==> src/hdl/bcv_pkg.sv <==
// Shared types and constants for the block container validator.
// No dependencies; imported by every module of the block.
package bcv_pkg;

    typedef enum logic [6:0] {
        PH_TAG     = 7'b0000001,
        PH_COUNT   = 7'b0000010,
        PH_NAMELEN = 7'b0000100,
        PH_NAME    = 7'b0001000,
        PH_VERSION = 7'b0010000,
        PH_SIZE    = 7'b0100000,
        PH_PAYLOAD = 7'b1000000
    } phase_t;

    typedef enum logic [1:0] {
        ERR_OK        = 2'd0,
        ERR_SHORT     = 2'd1,
        ERR_STRUCTURE = 2'd2,
        ERR_TAG       = 2'd3
    } err_code_t;

    localparam logic [1:0] CFG_MAX_NAME_LENGTH     = 2'd0;
    localparam logic [1:0] CFG_ACCEPTED_TAG_FIRST  = 2'd1;
    localparam logic [1:0] CFG_ACCEPTED_TAG_SECOND = 2'd2;

    localparam logic [7:0]  RST_MAX_NAME_LENGTH     = 8'd64;
    localparam logic [31:0] RST_ACCEPTED_TAG_FIRST  = 32'd14;
    localparam logic [31:0] RST_ACCEPTED_TAG_SECOND = 32'd15;

    localparam logic [7:0] NAME_CHAR_LO = 8'd32;
    localparam logic [7:0] NAME_CHAR_HI = 8'd126;
    localparam logic [3:0] MIN_FILE_LEN = 4'd12;

    typedef struct packed {
        logic [7:0]  max_name_length;
        logic [31:0] accepted_tag_first;
        logic [31:0] accepted_tag_second;
    } cfg_t;

    typedef struct packed {
        logic        valid_res;
        err_code_t   err_code;
        logic [31:0] tag_word;
        logic [15:0] blk_count;
    } result_t;

endpackage

==> src/hdl/bcv_walker.sv <==
// Byte walker: parses the container one byte per cycle while bytes are accepted, and forms the verdict.
// Depends on bcv_pkg.
module bcv_walker #(
    parameter int BLOCK_COUNT_BITS = 16
) (
    input  logic            aclk,
    input  logic            aresetn,
    input  logic            byte_accept,
    input  logic [7:0]      data_byte,
    input  logic            is_last,
    input  bcv_pkg::cfg_t   cfg,
    output logic            res_load,
    output bcv_pkg::result_t res
);
    import bcv_pkg::*;

    localparam logic [BLOCK_COUNT_BITS-1:0] CountMax = '1;
    localparam logic [BLOCK_COUNT_BITS-1:0] CountOne = {{(BLOCK_COUNT_BITS-1){1'b0}}, 1'b1};

    phase_t                      phase_reg, phase_next, walk_phase;
    logic [1:0]                  index_reg, index_next, walk_index;
    logic [31:0]                 shift_reg, shift_next, walk_shift;
    logic [31:0]                 remain_reg, remain_next, walk_remain;
    logic [31:0]                 tag_reg, tag_next, walk_tag;
    logic [BLOCK_COUNT_BITS-1:0] blocks_reg, blocks_next, walk_blocks;
    logic                        broken_reg, broken_next, walk_broken;
    logic [3:0]                  length_reg, length_next, walk_length;

    logic [31:0]                 shifted;
    logic [31:0]                 remain_dec;
    logic                        done4;
    logic                        at_boundary;
    logic [BLOCK_COUNT_BITS+15:0] blocks_wide;
    err_code_t                   code;

    assign shifted    = {shift_reg[23:0], data_byte};
    assign remain_dec = remain_reg - 32'd1;
    assign done4      = (index_reg == 2'd3);

    always_comb begin
        walk_phase  = phase_reg;
        walk_index  = index_reg;
        walk_shift  = shift_reg;
        walk_remain = remain_reg;
        walk_tag    = tag_reg;
        walk_blocks = blocks_reg;
        walk_broken = broken_reg;
        walk_length = (length_reg < MIN_FILE_LEN) ? length_reg + 4'd1 : length_reg;
        if (!broken_reg) begin
            unique case (phase_reg)
                PH_TAG: begin
                    walk_shift = shifted;
                    if (done4) begin
                        walk_tag   = shifted;
                        walk_shift = '0;
                        walk_index = '0;
                        walk_phase = PH_COUNT;
                    end else begin
                        walk_index = index_reg + 2'd1;
                    end
                end
                PH_COUNT: begin
                    if (done4) begin
                        walk_index = '0;
                        walk_phase = PH_NAMELEN;
                    end else begin
                        walk_index = index_reg + 2'd1;
                    end
                end
                PH_NAMELEN: begin
                    walk_shift = shifted;
                    if (done4) begin
                        if (shifted == 32'd0 || shifted > {24'd0, cfg.max_name_length}) begin
                            walk_broken = 1'b1;
                        end else begin
                            walk_remain = shifted;
                            walk_phase  = PH_NAME;
                        end
                        walk_shift = '0;
                        walk_index = '0;
                    end else begin
                        walk_index = index_reg + 2'd1;
                    end
                end
                PH_NAME: begin
                    if (data_byte < NAME_CHAR_LO || data_byte > NAME_CHAR_HI) begin
                        walk_broken = 1'b1;
                    end else begin
                        walk_remain = remain_dec;
                        if (remain_dec == 32'd0) begin
                            walk_phase = PH_VERSION;
                        end
                    end
                end
                PH_VERSION: begin
                    walk_phase = PH_SIZE;
                end
                PH_SIZE: begin
                    walk_shift = shifted;
                    if (done4) begin
                        if (blocks_reg != CountMax) begin
                            walk_blocks = blocks_reg + CountOne;
                        end
                        walk_remain = shifted;
                        walk_phase  = (shifted != 32'd0) ? PH_PAYLOAD : PH_NAMELEN;
                        walk_shift  = '0;
                        walk_index  = '0;
                    end else begin
                        walk_index = index_reg + 2'd1;
                    end
                end
                PH_PAYLOAD: begin
                    walk_remain = remain_dec;
                    if (remain_dec == 32'd0) begin
                        walk_phase = PH_NAMELEN;
                    end
                end
                default: begin
                    walk_broken = 1'b1;
                end
            endcase
        end
    end

    // Verdict from the state as it stands after this byte
    assign at_boundary = !walk_broken && (walk_phase == PH_NAMELEN) && (walk_index == 2'd0);

    always_comb begin
        if (walk_length < MIN_FILE_LEN) begin
            code = ERR_SHORT;
        end else if (!at_boundary || walk_blocks == '0) begin
            code = ERR_STRUCTURE;
        end else if (walk_tag != cfg.accepted_tag_first &&
                     walk_tag != cfg.accepted_tag_second) begin
            code = ERR_TAG;
        end else begin
            code = ERR_OK;
        end
    end

    assign blocks_wide     = {16'd0, walk_blocks};
    assign res.valid_res   = (code == ERR_OK);
    assign res.err_code    = code;
    assign res.tag_word    = walk_tag;
    assign res.blk_count   = blocks_wide[15:0];
    assign res_load        = byte_accept && is_last;

    // Drop all walk state after the last byte so the next byte opens a new file
    always_comb begin
        phase_next  = phase_reg;
        index_next  = index_reg;
        shift_next  = shift_reg;
        remain_next = remain_reg;
        tag_next    = tag_reg;
        blocks_next = blocks_reg;
        broken_next = broken_reg;
        length_next = length_reg;
        if (byte_accept) begin
            if (is_last) begin
                phase_next  = PH_TAG;
                index_next  = '0;
                shift_next  = '0;
                remain_next = '0;
                tag_next    = '0;
                blocks_next = '0;
                broken_next = 1'b0;
                length_next = '0;
            end else begin
                phase_next  = walk_phase;
                index_next  = walk_index;
                shift_next  = walk_shift;
                remain_next = walk_remain;
                tag_next    = walk_tag;
                blocks_next = walk_blocks;
                broken_next = walk_broken;
                length_next = walk_length;
            end
        end
    end

    always_ff @(posedge aclk) begin
        if (!aresetn) begin
            phase_reg  <= PH_TAG;
            index_reg  <= '0;
            shift_reg  <= '0;
            remain_reg <= '0;
            tag_reg    <= '0;
            blocks_reg <= '0;
            broken_reg <= 1'b0;
            length_reg <= '0;
        end else begin
            phase_reg  <= phase_next;
            index_reg  <= index_next;
            shift_reg  <= shift_next;
            remain_reg <= remain_next;
            tag_reg    <= tag_next;
            blocks_reg <= blocks_next;
            broken_reg <= broken_next;
            length_reg <= length_next;
        end
    end

`ifndef NO_ASSERTIONS
    a_broken_sticky: assert property (@(posedge aclk) disable iff (!aresetn)
        (broken_reg && !(byte_accept && is_last)) |=> broken_reg)
        else $error("structure failure cleared before end of file");

    a_length_sat: assert property (@(posedge aclk) disable iff (!aresetn)
        length_reg <= MIN_FILE_LEN)
        else $error("byte count ran past saturation");

    a_name_remaining: assert property (@(posedge aclk) disable iff (!aresetn)
        (phase_reg == PH_NAME && !broken_reg) |->
            (remain_reg != 32'd0 && remain_reg <= {24'd0, 8'hFF}))
        else $error("name byte count out of range");
`endif

endmodule

==> src/hdl/bcv_out_reg.sv <==
// Result register: holds one verdict until the result channel takes it.
// Depends on bcv_pkg.
module bcv_out_reg (
    input  logic             aclk,
    input  logic             aresetn,
    input  logic             load,
    input  bcv_pkg::result_t res_in,
    output logic             free,
    output logic             out_valid,
    input  logic             out_ready,
    output bcv_pkg::result_t res_out
);
    import bcv_pkg::*;

    logic    full_reg, full_next;
    result_t data_reg;

    assign free      = !full_reg || out_ready;
    assign out_valid = full_reg;
    assign res_out   = data_reg;

    always_comb begin
        full_next = full_reg;
        if (load) begin
            full_next = 1'b1;
        end else if (out_ready) begin
            full_next = 1'b0;
        end
    end

    always_ff @(posedge aclk) begin
        if (!aresetn) begin
            full_reg <= 1'b0;
        end else begin
            full_reg <= full_next;
        end
    end

    always_ff @(posedge aclk) begin
        if (load) begin
            data_reg <= res_in;
        end
    end

`ifndef NO_ASSERTIONS
    a_no_overwrite: assert property (@(posedge aclk) disable iff (!aresetn)
        load |-> (!full_reg || out_ready))
        else $error("verdict loaded over a pending one");

    a_flag_matches_code: assert property (@(posedge aclk) disable iff (!aresetn)
        full_reg |-> (data_reg.valid_res == (data_reg.err_code == ERR_OK)))
        else $error("validity flag disagrees with error code");
`endif

endmodule

==> src/hdl/block_container_validator_unit.sv <==
// Block container validator, top level. Depends on bcv_pkg, bcv_walker, bcv_out_reg.
// Throughput: one byte per cycle. Latency: the verdict is on m_valid the cycle after
// the last byte is transferred. Bytes that are not last are taken even while a verdict
// waits; a last byte waits only until the result register is free.
// Reset (aresetn low, synchronous) clears the walk and the result register and returns
// the configuration registers to 64, 14 and 15.
module block_container_validator_unit #(
    parameter int BLOCK_COUNT_BITS = 16
) (
    input  logic        aclk,
    input  logic        aresetn,
    input  logic        s_valid,
    output logic        s_ready,
    input  logic [7:0]  s_data_byte,
    input  logic        s_is_last,
    output logic        m_valid,
    input  logic        m_ready,
    output logic        m_valid_res,
    output logic [1:0]  m_error_code,
    output logic [31:0] m_build_tag,
    output logic [15:0] m_block_count,
    input  logic        cfg_valid,
    output logic        cfg_ready,
    input  logic [1:0]  cfg_index,
    input  logic [31:0] cfg_data
);
    import bcv_pkg::*;

    cfg_t    cfg_reg;
    logic    byte_accept;
    logic    res_load;
    logic    out_free;
    result_t res_walk;
    result_t res_out;

    assign cfg_ready   = 1'b1;
    assign s_ready     = out_free || !s_is_last;
    assign byte_accept = s_valid && s_ready;

    always_ff @(posedge aclk) begin
        if (!aresetn) begin
            cfg_reg.max_name_length     <= RST_MAX_NAME_LENGTH;
            cfg_reg.accepted_tag_first  <= RST_ACCEPTED_TAG_FIRST;
            cfg_reg.accepted_tag_second <= RST_ACCEPTED_TAG_SECOND;
        end else if (cfg_valid) begin
            unique case (cfg_index)
                CFG_MAX_NAME_LENGTH:     cfg_reg.max_name_length     <= cfg_data[7:0];
                CFG_ACCEPTED_TAG_FIRST:  cfg_reg.accepted_tag_first  <= cfg_data;
                CFG_ACCEPTED_TAG_SECOND: cfg_reg.accepted_tag_second <= cfg_data;
                default: ;
            endcase
        end
    end

    bcv_walker #(
        .BLOCK_COUNT_BITS(BLOCK_COUNT_BITS)
    ) u_walker (
        .aclk        (aclk),
        .aresetn     (aresetn),
        .byte_accept (byte_accept),
        .data_byte   (s_data_byte),
        .is_last     (s_is_last),
        .cfg         (cfg_reg),
        .res_load    (res_load),
        .res         (res_walk)
    );

    bcv_out_reg u_out_reg (
        .aclk      (aclk),
        .aresetn   (aresetn),
        .load      (res_load),
        .res_in    (res_walk),
        .free      (out_free),
        .out_valid (m_valid),
        .out_ready (m_ready),
        .res_out   (res_out)
    );

    assign m_valid_res   = res_out.valid_res;
    assign m_error_code  = res_out.err_code;
    assign m_build_tag   = res_out.tag_word;
    assign m_block_count = res_out.blk_count;

endmodule

==> config.mk <==
export PLATFORM = sky130hd
export DESIGN_NAME = block_container_validator_unit
export DESIGN_NICKNAME = d
export VERILOG_FILES = /design/src/hdl/bcv_pkg.sv /design/src/hdl/bcv_walker.sv /design/src/hdl/bcv_out_reg.sv /design/src/hdl/block_container_validator_unit.sv
export SDC_FILE = /design/constraint.sdc
export NUM_CORES = 1
export LEC_CHECK = 0
export BUFFER_PORTS_ARGS = -buffer_cell sky130_fd_sc_hd__buf_4
export CAP_MARGIN = 10
export CORE_MARGIN = 5
export CORE_UTILIZATION = 60
export CTS_CLUSTER_DIAMETER = 150
export DETAILED_ROUTE_END_ITERATION = 7
export MAX_ROUTING_LAYER = met4
export PLACE_DENSITY = 0.8
export SLEW_MARGIN = 5
export SYNTH_ARGS = -nofsm -noshare
export SYNTH_HDL_FRONTEND = slang
export SYNTH_SLANG_ARGS = --single-unit
==> constraint.sdc <==
create_clock -name aclk -period 6.2 [get_ports aclk]
set_input_delay 1.24 -clock aclk [delete_from_list [all_inputs] [get_ports aclk]]
set_output_delay 1.24 -clock aclk [all_outputs]
set_load 0.02 [all_outputs]
==> results.md <==
- Result of the run: finished, final reports clean
- Remaining Overflow, GRT: 0
- Per-cell routed wire length: 22.3 um
- Switching share of power: 0.258
- Slowest cell delay on critical path: 0.51 ns
- Top FF cell, synth: sky130_fd_sc_hd__dfxtp_1
- Flop and latch count out of synthesis: 242
- Period utilisation layout: 0.642
- Required time at the endpoint of the critical path: 4.96 ns
- Residual DRC count: 0
- Portion of synthesized cell area occupied by the leading cell type: 0.283
- Register share of total power: 0.452
- Worst min-delay path endpoint: cfg_reg[43]
- Largest clock skew in the final design: 0.0156 ns
- Skew-Pair Late Insertion Delay: 0.56 ns
- Number of slew-limit violations in the final report: 0
- Headroom to the max-slew limit: 0.198
- Vias/cell: 6.50
- Largest register FFs: 72
- Combinational group share of total power: 0.091
- I/O pin total: 102
- Post-Syn Nets: 1683
- TritonCTS Buffers: 27
- CTS tree: done
- Quantity of I/O buffers inserted on ports: 100
- Maximum level of the CTS H-tree: 1
- Total power per unit cell area: 243 nW/um^2
- Hold path depth: 2
- Crit path capture type: primary output
- Number of cells on the worst reg-to-reg path: 9
- Post-synthesis area per instance: 8.32 um^2
- Share of post-route cells with drive strength above 1: 0.128
- Power share of the clock group: 0.457
- Vias post-DR: 12700
- WP buf/inv: 3
- Cell taking the most area after synthesis: sky130_fd_sc_hd__dfxtp_1
- Leading post-synthesis cells by cell area: sky130_fd_sc_hd__dfxtp_1, sky130_fd_sc_hd__edfxtp_1, sky130_fd_sc_hd__nand2_1, sky130_fd_sc_hd__a21boi_0, sky130_fd_sc_hd__nor2b_1
- Effective utilization at floorplan: 0.614
- Crit path max-delay family: buffers and inverters
- Die area: 25600 um^2
- Reg-to-Reg Start: u_walker.index_reg[0]
- First-iteration detailed-routing DRC count: 1508
- Cell with the largest stage delay on the worst path: sky130_fd_sc_hd__inv_1
- Shortest clock period the worst path allows after layout: 3.98 ns
- Routed Wire Length: 43700 um
- Setup tns final: 0 ns
- Final hold violations: 0
- Nets@finish: 1717
- Summed instance area of the synthesized netlist: 13500 um^2
- Number of max-cap violations: 0
- Number of synthesized flops with an enable pin: 51
- # Post-CTS Setup Buffers: 0
- Post-route total power: 3710 uW
- Yosys warns: 0
- Worst ir drop on vdd: 0.208 mV
- # rows: 54
- DRT Pass-1 Iters: 6
- Max Clock Freq: 0.251 GHz
- Critical Path Start: s_is_last
- Unique cell type count in the Yosys netlist: 89
- Root buffer selected by CTS: sky130_fd_sc_hd__clkbuf_16
- Data arrival time of the critical path: 2.74 ns
- Num Clock Sinks: 242
- Detail Placement HPWL: 31300 um
- Worst-Margin Slew: 1.20 ns
- Share of flip-flops with an asynchronous set or reset after synthesis: 0
- Clock-pin transition on the worst setup and hold timing paths: 0.07 ns
- Share of synthesized area occupied by flip-flops and latches: 0.397
- Height of the chip: 160 um
- Number of global-route vias before repair: 11800
- Global-route wire length before repair: 68000 um
- # diodes: 0
- Placeable Area: 22000 um^2
- RSZ-0062 raised after global routing: no
- Pin count of the biggest net entering global routing: 79
- Hold path start: cfg_reg[43]
- Routability congestion estimate: 1.02
- Post-detailed-route count of antenna-violating nets: 0
- FF-to-FF End: u_out_reg.res_out[50]
- Type of the most critical hold path: reg2reg
- Net switching power figure: 954 uW
- Worst reg-to-reg setup slack: 2.24 ns
- Internal power contribution: 2750 uW
- Horizontal die dimension: 160 um
- Setup Crit Path Kind: in2out
- Number of buffers between clock root and the deepest sink: 3
- Number of antenna violations at the first check in global routing: 0
- Cells after Synth: 1622
- Crit path max fanout: 29
- Critical-path cell list: buf_4, inv_1, or2_2, buf_4
- Global-route total usage across every layer: 0.339
- Worst-case hold slack: 0.473 ns
- Cell with the most instances on the worst path: sky130_fd_sc_hd__buf_4
- Area grow syn2layout: 12.8%
- Number of gates given a new drive strength after cts: 0
- Setup-failing EPs final: 0
- Number of hold buffers added after cts: 0
- Crit start category: primary input
- FILL cells: 1867
- Cell leakage power: 0.00580 uW
power groups by stage:
| stage | clock [uW] | combinational, uW | sequential, uW |
|---|---|---|---|
| floorplan | 0 | 199 | 1710 |
| global placement | 0 | 324 | 1710 |
| detailed placement | 0 | 329 | 1710 |
| CTS | 1710 | 331 | 1670 |
| global route | 1780 | 362 | 1680 |
| finish | 1690 | 336 | 1670 |
cell usage in the layout (no fill, tap or decap), types with 36 or more instances in the layout:
cell | synthesis | final
sky130_fd_sc_hd__buf_4 | 3 | 120
sky130_fd_sc_hd__a22oi_1 | 36 | 36
sky130_fd_sc_hd__a21boi_0 | 101 | 101
sky130_fd_sc_hd__nor3_1 | 36 | 36
sky130_fd_sc_hd__edfxtp_1 | 51 | 51
sky130_fd_sc_hd__dfxtp_1 | 191 | 191
sky130_fd_sc_hd__nand3_1 | 62 | 62
sky130_fd_sc_hd__nor4_1 | 38 | 38
sky130_fd_sc_hd__a21oi_1 | 44 | 44
sky130_fd_sc_hd__o21ai_0 | 45 | 45
sky130_fd_sc_hd__xor2_1 | 40 | 40
sky130_fd_sc_hd__nand2_1 | 253 | 252
sky130_fd_sc_hd__inv_1 | 88 | 88
sky130_fd_sc_hd__nor2_1 | 70 | 68
sky130_fd_sc_hd__nor2b_1 | 57 | 57
logic make-up after synthesis:
logic type,share of synthesized area
flops,0.397
other cells,0.000278
mux,0.0182
simple gates,0.252
xor+xnor,0.0467
fa+ha+maj,0.0121
compound gates,0.214
buf+inv,0.0602
layout make-up:
| class | instances | area [um^2] | area share |
|---|---|---|---|
| tap | 280 | 350 | 0.0230 |
| sequential | 242 | 5360 | 0.352 |
| clock inverter | 18 | 210 | 0.0138 |
| clock buffer | 32 | 734 | 0.0483 |
| multi-input combinational | 1177 | 7340 | 0.482 |
| timing repair buffer | 120 | 901 | 0.0592 |
| inverter | 88 | 330 | 0.0217 |
metrics by stage:
step                instance area (um^2)  worst slack (ns)  cells   util
CTS                                15200              2.23   1957  0.693
detailed placement                 14300              1.77   1907  0.650
floorplan                          13500              1.08   1622      -
global route                       15200              2.02   1957  0.693
global placement                   14300              1.91   1907  0.650
finish                             15200              2.22   1957  0.693
Yosys cell counts, types with 24 or more instances:
cell                       count
sky130_fd_sc_hd__nand2_1     253
sky130_fd_sc_hd__dfxtp_1     191
sky130_fd_sc_hd__a21boi_0    101
sky130_fd_sc_hd__inv_1        88
sky130_fd_sc_hd__clkbuf_1     86
sky130_fd_sc_hd__nor2_1       70
sky130_fd_sc_hd__nand3_1      62
sky130_fd_sc_hd__nor2b_1      57
sky130_fd_sc_hd__edfxtp_1     51
sky130_fd_sc_hd__o21ai_0      45
sky130_fd_sc_hd__a21oi_1      44
sky130_fd_sc_hd__xor2_1       40
sky130_fd_sc_hd__nor4_1       38
sky130_fd_sc_hd__a22oi_1      36
sky130_fd_sc_hd__nor3_1       36
sky130_fd_sc_hd__o22ai_1      34
sky130_fd_sc_hd__xnor2_1      32
sky130_fd_sc_hd__nand4_1      27
sky130_fd_sc_hd__o21a_1       24
worst max-delay path by stage:
stage / end / slack [ns] / depth (start not counted)
after floorplan: u_walker.remain_reg[7] / 1.08 / 9
after global placement: u_walker.remain_reg[15] / 1.91 / 11
after detailed placement: u_walker.remain_reg[15] / 1.77 / 10
after CTS: s_ready / 2.23 / 4
after global routing: u_out_reg.res_out[50] / 2.02 / 9
final: s_ready / 2.22 / 4
worst register-to-register path, stage by stage, from the launching register on:
cell and delay (ns):
sky130_fd_sc_hd__dfxtp_1 0.39, sky130_fd_sc_hd__ha_1 0.49, sky130_fd_sc_hd__nor2b_1 0.58, sky130_fd_sc_hd__and3_1 0.46
sky130_fd_sc_hd__o21ai_4 0.18, sky130_fd_sc_hd__or3_1 0.36, sky130_fd_sc_hd__xnor2_1 0.16, sky130_fd_sc_hd__nor4_1 0.63
sky130_fd_sc_hd__a211oi_1 0.20, sky130_fd_sc_hd__and4_1 0.25
metal layers:
| layer | track usage | vias to the layer above | routed length (um) |
|---|---|---|---|
| met1 | 0.481 | 6129 | 18900 |
| met2 | 0.505 | 641 | 19000 |
| met3 | 0.0590 | 100 | 4370 |
| li1 | - | 5852 | - |
| met4 | 0.0868 | 0 | 1310 |
| met5 | - | - | 0 |
(Power assumes the default switching activity.)
